**config.mk**
```make
export PLATFORM = sky130hd
export DESIGN_NAME = cac_front
export DESIGN_NICKNAME = d
export VERILOG_FILES = /design/src/hw/rtl/cac_pkg.sv /design/src/hw/rtl/cac_front.sv
export SDC_FILE = /design/constraint.sdc
export NUM_CORES = 1
export LEC_CHECK = 0
export ABC_AREA = 1
export BUFFER_PORTS_ARGS = -buffer_cell sky130_fd_sc_hd__buf_2
export CORE_AREA = 2 2 139 107
export DETAILED_ROUTE_END_ITERATION = 16
export DIE_AREA = 0 0 141 109
export GPL_TIMING_DRIVEN = 0
export PLACE_DENSITY = 0.77
export SLEW_MARGIN = 20
export SYNTH_ARGS = -nofsm -noshare
export SYNTH_HDL_FRONTEND = slang
export SYNTH_SLANG_ARGS = --single-unit
```
**constraint.sdc**
```tcl
create_clock -name clk -period 3.3 [get_ports clk]
set_input_delay 0.33 -clock clk [delete_from_list [all_inputs] [get_ports clk]]
set_output_delay 0.33 -clock clk [all_outputs]
set_load 0.05 [all_outputs]
```
**src/hw/rtl/cac_pkg.sv**
```systemverilog
// Package: shared types, constants and status codes for the call arc counter.
package cac_pkg;

	localparam int FROM_ENTRIES = 4096;
	localparam int TO_ENTRIES = 1024;
	localparam int PC_WIDTH = 32;
	localparam int HASHFRACTION = 1;
	localparam int IDX_SHIFT = $clog2(HASHFRACTION * 2);
	localparam int HIDX_W = $clog2(FROM_ENTRIES);
	localparam int SLOT_W = $clog2(TO_ENTRIES);
	localparam int CNT_W = 32;
	localparam int CFG_W = 32;
	localparam int CIDX_W = 2;
	localparam int TSZ_W = 14;
	localparam int LIM_W = 11;
	localparam int QDEPTH = 2;

	localparam logic [CIDX_W-1:0] REG_ENABLE = 2'd0;
	localparam logic [CIDX_W-1:0] REG_LOW_PC = 2'd1;
	localparam logic [CIDX_W-1:0] REG_TEXT_SIZE = 2'd2;
	localparam logic [CIDX_W-1:0] REG_ARC_LIMIT = 2'd3;

	typedef enum logic [2:0] {
		ST_HEAD = 3'd0,
		ST_MOVED = 3'd1,
		ST_NEW = 3'd2,
		ST_RANGE = 3'd3,
		ST_FULL = 3'd4,
		ST_OFF = 3'd5
	} status_t;

	typedef struct packed {
		logic [31:0] caller_pc;
		logic [31:0] callee_pc;
	} req_t;

	typedef struct packed {
		logic [2:0] status;
		logic [31:0] arc_count;
		logic [9:0] arc_slot;
	} rsp_t;

	// classified request handed from front to back
	typedef struct packed {
		logic work;
		status_t status;
		logic [HIDX_W-1:0] idx;
		logic [PC_WIDTH-1:0] callee;
	} job_t;

	typedef enum logic [3:0] {
		B_IDLE,
		B_HREAD,
		B_HWAIT,
		B_CHECK,
		B_WREAD,
		B_WWAIT,
		B_WCHECK,
		B_MOVE,
		B_ALLOC,
		B_CLEAR,
		B_OUT
	} bstate_t;

endpackage

```
**src/hw/rtl/cac_front.sv**
```systemverilog
// Front end: range check and classification of call requests.
module cac_front (
	input  logic clk,
	input  logic arst_n,
	input  logic valid,
	output logic ready,
	input  cac_pkg::req_t req,
	input  logic enable,
	input  logic halted,
	input  logic [31:0] low_pc,
	input  logic [cac_pkg::TSZ_W-1:0] text_size,
	output logic q_valid,
	input  logic q_ready,
	output cac_pkg::job_t q_job
);

	cac_pkg::job_t mem_q [cac_pkg::QDEPTH];
	logic wp_q, rp_q;
	logic [1:0] cnt_q;
	logic [31:0] off;
	logic [31:0] idx_w;
	cac_pkg::job_t job;
	logic push, pop;

	assign off = req.caller_pc - low_pc;
	assign idx_w = off >> cac_pkg::IDX_SHIFT;

	always_comb begin
		job.work = 1'b0;
		job.idx = idx_w[cac_pkg::HIDX_W-1:0];
		job.callee = req.callee_pc;
		priority if (!enable) begin
			job.status = cac_pkg::ST_OFF;
		end else if (halted) begin
			job.status = cac_pkg::ST_FULL;
		end else if (off >= {18'd0, text_size} || idx_w >= 32'(cac_pkg::FROM_ENTRIES)) begin
			job.status = cac_pkg::ST_RANGE;
		end else begin
			job.status = cac_pkg::ST_NEW;
			job.work = 1'b1;
		end
	end

	// one request in flight at a time: halted depends on the previous one
	assign ready = (cnt_q == 2'd0) && q_ready;
	assign push = valid && ready;
	assign pop = q_valid && q_ready;
	assign q_valid = (cnt_q != 2'd0);
	assign q_job = mem_q[rp_q];

	always_ff @(posedge clk) begin
		if (push) begin
			mem_q[wp_q] <= job;
		end
	end

	always_ff @(posedge clk or negedge arst_n) begin
		if (!arst_n) begin
			wp_q <= 1'b0;
			rp_q <= 1'b0;
			cnt_q <= 2'd0;
		end else begin
			if (push) wp_q <= ~wp_q;
			if (pop) rp_q <= ~rp_q;
			cnt_q <= cnt_q + {1'b0, push} - {1'b0, pop};
		end
	end

endmodule

```
==> metrics.csv, run 1 <==
stage;metric;value;unit
outcome;run_status;completed;
logic_synthesis;syn_area;6880;um^2
timing;fmax;331;MHz
cts;clock-root-buffer;clkbuf_16;
setup_path;critPathMaxFanout;4;
logic_synthesis;syn_area_per_cell;7.36;um^2
setup_path;end_kind;register;
routing;drt_first_pass_iters;4;
cts;cts.clk_slew.worst_paths;0.06;ns
routing;drc_errors;0;
power;ir_worst_vdd;0.000269;V
cells_and_area;syn_to_final_growth;21.8;%
logic_synthesis;synth_edf_count;96;
floorplanning;initial_utilization;48.7;%
grt;grt_pass1_vias;5595;
cells_and_area;drive_gt1_share;20.8;%
logic_synthesis;async_flop_share;4.00;%
place;dp_hpwl;13200;um
place;dp.cells;1283;
timing;drv_slew;0;
grt;globalRoute.totalOverflow;0;
cells_and_area;fill_cells;1326;
grt;antenna_found_initial;0;
power;power_density;614;nW/um^2
setup_path;worstSetupStartpointType;primary input;
timing;setup_viol;0;
grt;grt_util_met3;2.24;%
timing;rsz0062_at_grt;false;
cells_and_area;fin_nets;1280;
cts;clock-sinks;100;
timing;post-route-period-util;91.5;%
grt;track_usage;21.1;%
logic_synthesis;synth_cells;935;
logic_synthesis;synth_ff_type;edfxtp_1;
logic_synthesis;synth_top_area_share;41.9;%
timing;tns;0;ns
logic_synthesis;synth_area_leaders;edfxtp_1 (42%), nand2_1 (22%), inv_1 (9.1%), ha_1 (8.5%), nand3_1 (3.3%);
floorplanning;rows;38;
floorplanning;die-width;141;um
timing;slew_headroom;51.3;%
setup_path;crit_type;in -> reg;
setup_path;crit_arrival;3.09;ns
cells_and_area;fin_area;8380;um^2
routing;drtIter0Drc;334;
job;maxCapViolations;0;
floorplanning;die_h;109;um
logic_synthesis;yosys-top-cells-count;nand2_1 (396), inv_1 (166), edfxtp_1 (96), nor2_1 (58), ha_1 (47);
grt;grt_start_max_net_pins;27;
timing;skew;0.00709;ns
logic_synthesis;ys_warn_count;0;
logic_synthesis;ys_seq_area_share;43.3;%
logic_synthesis;yosysMostFrequentCell;nand2_1;
grt;grt_pass1_wl;25900;um
routing;routed-via-count;6157;
grt;use_met2;36.6;%
cts;clk_path_buf_depth;2;
place;gp_congestion;0.916;
floorplanning;core_area;14100;um^2
routing;vias_per_cell;4.73;
routing;drt-total-wl;16100;um
cells_and_area;layout.cells.non_filler;1301;
cells_and_area;utilization;59.4;%
routing;wl_per_cell;12.4;um
logic_synthesis;ys_ff_latch;100;
grt;grt-busiest-layer;met2;
logic_synthesis;post-synth-top-area-cell;edfxtp_1;
floorplanning;die_area;15400;um^2
cts;numCtsBuffers;9;
hold_path;hold_path_class;in -> reg;
logic_synthesis;synth_cell_types;31;
timing;min_period;3.02;ns
place;post_dp_cell_area;8020;um^2
grt;met1_usage;29.5;%
cts;htree_num_levels;3;
cts;cts_tree;yes;
floorplanning;io_pins;166;
routing;detail-route-antenna-nets;0;
power;leakage;4.49;nW
timing;tightest_slew;0.729;ns
logic_synthesis;synth_fp_nets;1099;
place;io_buffers;165;
timing;hold_viol_final;0;
cts;clk_latency;0.33;ns
cells_and_area;antennaDiodeCount;0;
setup_path;required;3.38;ns
## worst max-delay path: stages
cell and delay (ns):
buf_2 0.07, inv_1 0.03, ha_1 0.21, fa_1 0.42, inv_1 0.13, nand2_1 0.08, nand3_2 0.13, xor2_2 0.28
ha_1 0.29, nand2_1 0.08, inv_1 0.04, nand2_1 0.05, nand2_1 0.05, a21oi_1 0.11, nand2_1 0.08, a21oi_2 0.14
nand2_1 0.08, nor2_2 0.12, nand2_1 0.06, nor2_1 0.10, nand3_1 0.09, nand2_1 0.06, nand2_1 0.06
## final cells by class
type	instances	area (um^2)	area share, %
clock buffers	10	229	2.73
repair buffers	170	918	11.0
clock inverters	6	55.1	0.657
multi-input cells	647	3270	39.0
well taps	180	225	2.69
flip-flops and latches	100	2980	35.6
inverters	178	668	7.97
plain buffers	10	37.5	0.448
## layer usage
metal  part of all wire, %  up-vias
li1                      -     3268
met3                   5.9       11
met4                  0.63        0
met5                     0        -
met1                    48     2715
met2                    46      163
## logic make-up (layout without fill, tap and decap cells)
logic type / count (synthesis) / count (layout) / share of synthesized area, %
AND/OR/NAND/NOR: 549 / 549 / 33.1
buffers and inverters: 188 / 374 / 10.3
flip-flops: 100 / 100 / 43.3
adder cells (fa/ha/maj): 48 / 48 / 8.83
AO/OA/AOI/OAI: 39 / 39 / 3.04
XOR/XNOR: 11 / 11 / 1.40
## worst paths after layout
kind | from | endpoint | slack, ns | cells past startpoint
max in group asynchronous | arst_n | cnt_q[0] | 2.83 | 2
max reg2reg | cnt_q[1] | mem_q[1][5] | 1.05 | 5
min in group asynchronous | arst_n | wp_q | 0.34 | 2
max | req[32] | mem_q[0][44] | 0.28 | 23
min reg2reg | cnt_q[0] | cnt_q[0] | 0.52 | 1
min | req[7] | mem_q[1][7] | 0.18 | 1
## through the flow
step	power [mW]	worst slack (ns)	hold WS [ns]
6_report	5.15	0.282	0.183
5_1_grt	5.47	0.0215	0.175
4_1_cts	5.17	0.156	0.174
3_5_place_dp	4.18	-0.186	0.147
3_3_place_gp	4.12	-0.158	0.142
2_1_floorplan	3.51	-0.260	0.0344
## registers in the layout (all words and copies together) (netlist names)
signal and flops:
cnt_q 2, mem_q 96, rp_q 1, wp_q 1
## placed cells by master (no fill, tap or decap), types with 7 or more instances in the layout
| cell type | count |
|---|---|
| nand3_1 | 45 |
| nor2_2 | 11 |
| nand2_4 | 7 |
| edfxtp_1 | 96 |
| nor3_1 | 8 |
| inv_1 | 166 |
| buf_2 | 165 |
| clkbuf_1 | 10 |
| nand2_1 | 395 |
| nand4_1 | 8 |
| clkbuf_16 | 9 |
| ha_1 | 44 |
| inv_2 | 9 |
| a21oi_1 | 27 |
| nand2_2 | 8 |
| nor2_1 | 55 |
## repair_timing
action,CTS,global route
setup buffers,0,1
hold endpoints to repair,4,0
hold buffers,1,0
resized for setup,0,12
setup endpoints to repair,0,4
## power breakdown
group,internal [mW],switching (mW)
registers,1.53,0.0376
clock network,0.579,0.401
logic,0.643,1.96
(Power assumes the default switching activity.)
==> inputs of run 2 (changes only) <==
--- a/config.mk
+++ b/config.mk
@@ -12,6 +12,7 @@
 export DIE_AREA = 0 0 141 109
 export GPL_TIMING_DRIVEN = 0
 export PLACE_DENSITY = 0.77
+export SETUP_SLACK_MARGIN = 0.5
 export SLEW_MARGIN = 20
 export SYNTH_ARGS = -nofsm -noshare
 export SYNTH_HDL_FRONTEND = slang
==> run 2 against run 1 <==
Net effect:
- first-iteration DRC count grew 7.2%
- power increased by 4.1%
- core utilization is 4.3 points higher
- via count increased by 4.5%
- sequential power hardly changed
- clock skew shrank 0.0024 ns
- non-clock buffer count is 19 higher
- sequential cell count stayed put
- largest power group unchanged
==> metrics.csv, run 2 (synthesis gave the netlist of run 1 again) <==
stage;metric;value;unit;change
outcome;run_status;completed;;
timing;fmax;350;MHz;+5.7%
timing;hold_viol_final;0;;unchanged
timing;drv_slew;0;;unchanged
timing;timing.hold.ws;0.178;ns;-0.00518 ns
cells_and_area;reg_top3;mem_q x96, cnt_q x2;;
routing;drt-total-wl;17500;um;+8.9%
cells_and_area;drive_gt1_share;28.3;%;+7.5 points
power;swShare;47.6;%;+1.0 points
setup_path;end_kind;register;;
cts;cts.clk_slew.worst_paths;0.07;ns;about the same
routing;drtIter0Drc;358;;+7.2%
routing;routed-via-count;6432;;+4.5%
floorplanning;io_pins;166;;unchanged
cells_and_area;layout.cells.non_filler;1321;;+1.5%
timing;post-route-period-util;86.6;%;-4.9 points
cts;clock-sinks;100;;unchanged
power;comb_power_share;52.8;%;+2.2 points
power;power_frac_seq;29.2;%;-1.2 points
floorplanning;die-width;141;um;unchanged
cts;clk_path_buf_depth;2;;unchanged
timing;tns;0;ns;unchanged
power;p_switching;2.55;mW;+6.3%
place;gp_congestion;0.899;;-1.8%
cts;cts_tree;yes;;
routing;drc_errors;0;;unchanged
timing;min_period;2.86;ns;-0.162 ns
cells_and_area;multiInputGateArea;3740;um^2;+15%
cells_and_area;fin_nets;1299;;+1.5%
timing;fin_ws;0.444;ns;+0.162 ns
timing;setup_viol;0;;unchanged
hold_path;hold_end;mem_q[0][7];;
grt;grt_start_max_net_pins;27;;unchanged
setup_path;crit_type;in -> reg;;
place;dp.cells;1282;;-0.078%
power;intPower;2.81;mW;+2.1%
power;ir_worst_vdd;0.000310;V;+15%
grt;antenna_found_initial;1;;+1
hold_path;whs_path_depth;1;;unchanged
floorplanning;core_area;14100;um^2;unchanged
routing;vias_per_cell;4.87;;+2.9%
timing;rsz0062_at_grt;true;;
floorplanning;die_area;15400;um^2;unchanged
place;io_buffers;165;;unchanged
grt;track_usage;21.8;%;+0.74 points
power;clockPowerShare;18.0;%;-1.0 points
cells_and_area;utilization;63.6;%;+4.3 points
cells_and_area;fin_area;8990;um^2;+7.2%
cts;numCtsBuffers;9;;unchanged
setup_path;critPathMaxFanout;3;;-1
cells_and_area;final_cell_mix;nand2_1 (373), buf_2 (163), inv_1 (156);;
routing;detail-route-antenna-nets;0;;unchanged
place;dp_hpwl;13300;um;+0.35%
setup_path;r2r_end;mem_q[0][40];;
setup_path;required;3.49;ns;+0.11 ns
floorplanning;initial_utilization;48.7;%;unchanged
hold_path;min-delay-start;req[7];;
timing;tightest_slew;0.741;ns;+0.0117 ns
cells_and_area;syn_to_final_growth;30.6;%;
setup_path;r2r_start;cnt_q[1];;
cts;clock-root-buffer;clkbuf_16;;
setup_path;worstSetupStartpointType;primary input;;
grt;grt_pass1_vias;5829;;+4.2%
grt;grt_pass1_wl;26800;um;+3.6%
place;post_dp_cell_area;8110;um^2;+1.1%
setup_path;r2r_slack;1.03;ns;-0.02 ns
power;power;5.36;mW;+4.1%
routing;wl_per_cell;13.2;um;+7.2%
hold_path;hold_path_class;in -> reg;;
timing;slew_headroom;50.5;%;-0.78 points
setup_path;crit_arrival;3.05;ns;-0.04 ns
floorplanning;die_h;109;um;unchanged
cells_and_area;largest_reg_flops;96;;unchanged
grt;globalRoute.totalOverflow;0;;unchanged
cells_and_area;fill_cells;1198;;-9.7%
routing;drt_first_pass_iters;5;;+1
floorplanning;rows;38;;unchanged
cts;clk_latency;0.33;ns;about the same
job;maxCapViolations;0;;unchanged
timing;skew;0.00470;ns;-0.00239 ns
cts;htree_num_levels;3;;unchanged
cells_and_area;layout_commonest_cell;nand2_1;;
setup_path;r2r_cells;5;;unchanged
place;pre_cts_ws;-0.150;ns;+0.0355 ns
cells_and_area;largest-register;mem_q;;
power;power_density;597;nW/um^2;-2.9%
power;leakage;4.61;nW;+2.7%
cells_and_area;regArea;2980;um^2;unchanged
run 2: changes by cell type in the layout (fill, tap and decap cells not counted), sizes merged:
cell,before,now
buf,170,189
bufinv,1,0
inv,175,177
clkinv,8,5
clkinvlp,0,2
diode,0,1
run 2: layer usage:
| metal | share of wire (%) | GRT usage, % |
|---|---|---|
| met2 | 47 | 37.5 |
| met3 | 7.0 | 3.73 |
| met5 | 0 | 0 |
| met1 | 44 | 29.2 |
| met4 | 1.7 | 5.29 |
run 2: worst max-delay path by stage:
stage	start	cells after the start	slack [ns]	end
finish	req[32]	28	0.44	mem_q[0][47]
floorplan	req[32]	24	0.50	mem_q[0][44]
global placement	req[32]	24	-0.06	mem_q[1][44]
global route	low_pc[2]	23	0.25	mem_q[0][44]
detailed placement	req[32]	24	-0.15	mem_q[1][44]
CTS	low_pc[6]	22	0.50	mem_q[0][44]
run 2: repair_timing:
action,CTS,global route
setup buffers,4,17
endpoints found under the setup margin,4,4
cloned,0,0
endpoints found under the hold margin,4,0
resized for setup,23,63
pin swaps,12,32
hold buffers,1,0
run 2: worst max-delay path: stages:
cell,delay (ns)
buf_6,0.07
inv_4,0.03
ha_4,0.15
fa_2,0.37
inv_4,0.09
nand2_2,0.05
nand2_2,0.08
and2_4,0.15
nand2_2,0.05
nand2_2,0.10
inv_2,0.07
ha_4,0.16
nand2_2,0.05
nand2_1,0.05
nand2_1,0.06
nand2_1,0.06
a21oi_2,0.14
nand2_1,0.11
a21oi_2,0.16
buf_4,0.13
nand2_1,0.05
nor2_2,0.09
nand2_1,0.05
nor2_1,0.09
nand2_1,0.06
nor2_1,0.08
nand2_1,0.07
nor2_2,0.09
run 2: power groups by stage:
stage | clock network [mW] | registers [mW] | logic, mW
3_5_place_dp | 0 | 1.59 | 2.62
6_report | 0.964 | 1.57 | 2.83
5_1_grt | 1.03 | 1.58 | 3.07
2_1_floorplan | 0 | 1.59 | 1.95
3_3_place_gp | 0 | 1.59 | 2.56
4_1_cts | 0.976 | 1.57 | 2.67
run 2: final cells by class:
type                       instances  share of cell area, %
tap                              180                   2.51
multi-input combinational        647                   41.6
clock inverter                     6                  0.543
clock buffer                      10                   2.55
sequential                       100                   33.2
buffer                            10                  0.418
inverter                         178                   7.49
antenna                            1                 0.0278
timing repair buffer             189                   11.6
==> inputs of run 3 (changes only) <==
--- a/config.mk
+++ b/config.mk
@@ -12,6 +12,7 @@
 export DIE_AREA = 0 0 141 109
 export GPL_TIMING_DRIVEN = 0
 export PLACE_DENSITY = 0.77
+export RECOVER_POWER = 25
 export SETUP_SLACK_MARGIN = 0.5
 export SLEW_MARGIN = 20
 export SYNTH_ARGS = -nofsm -noshare
==> run 3 against run 2 <==
Net effect:
- first-iteration DRC count is 2.2% lower
- critical path type unchanged
- power about the same
- worst setup slack improved by 0.0028 ns
- wire length is essentially flat
- clock skew increased by 0.00074 ns
- count of clock-buffer cells in the layout unchanged
- final area decreased by 0.17%
- via count is 0.20% lower
==> metrics.csv, run 3 (synthesis gave the netlist of run 1 again) <==
stage;metric;value;unit;change
routing;drt_first_pass_iters;5;;unchanged
hold_path;hold_path_class;in -> reg;;
cells_and_area;syn_to_final_growth;30.4;%;
floorplanning;die_area;15400;um^2;unchanged
setup_path;cp_common_cell;nand2_1;;
grt;track_usage;21.8;%;unchanged
power;power_density;598;nW/um^2;+0.17%
setup_path;cp-endpoint;mem_q[0][47];;
place;post_dp_cell_area;8110;um^2;unchanged
routing;wl_per_cell;13.2;um;about the same
cts;clk_path_buf_depth;2;;unchanged
grt;globalRoute.totalOverflow;0;;unchanged
setup_path;required;3.49;ns;about the same
timing;drv_slew;0;;unchanged
timing;min_period;2.85;ns;-0.00279 ns
floorplanning;core_area;14100;um^2;unchanged
cells_and_area;drive_gt1_share;27.3;%;-1.1 points
floorplanning;initial_utilization;48.7;%;unchanged
routing;vias_per_cell;4.86;;-0.20%
cells_and_area;layout_commonest_cell;nand2_1;;
place;dp.cells;1282;;unchanged
cells_and_area;layout.cells.non_filler;1321;;unchanged
hold_path;min-delay-start;req[7];;
floorplanning;io_pins;166;;unchanged
timing;post-route-period-util;86.5;%;about the same
cells_and_area;fin_nets;1299;;unchanged
floorplanning;die_h;109;um;unchanged
cells_and_area;final_cell_mix;nand2_1 (373), inv_1 (156), buf_2 (151);;
cts;numCtsBuffers;9;;unchanged
timing;skew;0.00545;ns;+0.000742 ns
outcome;run_status;completed;;
routing;drt-total-wl;17500;um;about the same
cts;clock-root-buffer;clkbuf_16;;
setup_path;crit_slowest_cell;fa_2;;
cells_and_area;fill_cells;1203;;+0.42%
power;ir_worst_vdd;0.000310;V;about the same
floorplanning;die-width;141;um;unchanged
setup_path;critPathMaxFanout;3;;unchanged
place;dp_hpwl;13300;um;unchanged
timing;fmax;350;MHz;about the same
cts;cts.clk_slew.worst_paths;0.07;ns;about the same
cts;htree_num_levels;3;;unchanged
setup_path;crit_arrival;3.05;ns;about the same
timing;setup_viol;0;;unchanged
routing;drc_errors;0;;unchanged
cells_and_area;reg_top3;mem_q x96, cnt_q x2;;
cells_and_area;fin_area;8970;um^2;-0.17%
power;leakage;4.58;nW;-0.72%
setup_path;end_kind;register;;
cts;clk_latency;0.34;ns;about the same
cells_and_area;largest_reg_flops;96;;unchanged
routing;drtIter0Drc;350;;-2.2%
setup_path;crit_type;in -> reg;;
grt;grt_start_max_net_pins;27;;unchanged
place;gp_congestion;0.899;;unchanged
setup_path;worstSetupStartpointType;primary input;;
setup_path;r2r_start;cnt_q[1];;
job;maxCapViolations;0;;unchanged
setup_path;r2r_end;mem_q[0][37];;
timing;tightest_slew;0.741;ns;-0.000225 ns
floorplanning;rows;38;;unchanged
grt;grt_pass1_wl;26800;um;unchanged
routing;routed-via-count;6419;;-0.20%
place;io_buffers;165;;unchanged
timing;hold_viol_final;0;;unchanged
routing;detail-route-antenna-nets;0;;unchanged
timing;tns;0;ns;unchanged
grt;grt_pass1_vias;5829;;unchanged
cells_and_area;largest-register;mem_q;;
cts;cts_tree;yes;;
timing;slew_headroom;50.5;%;about the same
setup_path;crit_start;req[32];;
cts;clock-sinks;100;;unchanged
setup_path;slowest_delay;0.37;ns;about the same
setup_path;r2r_slack;1.04;ns;about the same
grt;antenna_found_initial;1;;unchanged
timing;rsz0062_at_grt;true;;
setup_path;r2r_cells;5;;unchanged
[run 3: cell type report]
type	count	area, um^2	area share [%]
antenna	1	2.50	0.0279
inverter	178	673	7.50
timing repair buffer	189	1030	11.5
clock inverter	6	48.8	0.544
buffer	10	37.5	0.418
clock buffer	10	229	2.55
sequential	100	2980	33.2
multi-input combinational	647	3740	41.7
tap	180	225	2.51
[run 3: through the flow]
step | util (%) | total power, mW | setup WS (ns) | hold WS (ns)
detailed placement | 57.4 | 4.21 | -0.150 | 0.140
CTS | 60.5 | 5.21 | 0.501 | 0.167
finish | 63.5 | 5.36 | 0.447 | 0.176
floorplan | - | 3.54 | 0.502 | 0.0344
global route | 63.5 | 5.67 | 0.251 | 0.164
global placement | 57.2 | 4.15 | -0.0594 | 0.140
[run 3: worst max-delay path, delay by kind of cell]
| kind | cells | cell delay (ns) |
|---|---|---|
| buf+inv | 5 | 0.38 |
| compound gates | 2 | 0.30 |
| simple gates | 18 | 1.34 |
| fa+ha+maj | 3 | 0.68 |
[run 3: worst min-delay path by stage]
stage	slack [ns]	to	cells past startpoint
after floorplan	0.03	cnt_q[0]	0
after detailed placement	0.14	cnt_q[1]	1
final	0.18	mem_q[0][7]	1
after global routing	0.16	mem_q[1][11]	1
after global placement	0.14	wp_q	1
after CTS	0.17	mem_q[1][16]	1
[run 3: what timing repair did]
item                                   CTS  global route
hold buffers                             1             0
buffers inserted                         4            17
setup endpoints to repair                4             4
pin swaps                               12            32
gates resized for setup                 23            63
endpoints found under the hold margin    4             0
[run 3: power breakdown]
| group | switching (mW) | total [mW] | internal [mW] |
|---|---|---|---|
| Combinational | 2.07 | 2.83 | 0.760 |
| Clock | 0.447 | 0.965 | 0.519 |
| Sequential | 0.0379 | 1.57 | 1.53 |
| Total | 2.55 | 5.36 | 2.81 |
[run 3: layer usage]
metal  vias to the layer above  GRT usage [%]  part of all wire, %  wire length, um
met1                      2891           29.2                   44             7770
li1                       3306              -                    -                -
met2                       197           37.5                   47             8230
met4                         0           5.29                  1.6              276
met3                        25           3.73                  7.0             1220
met5                         -              0                    0                0
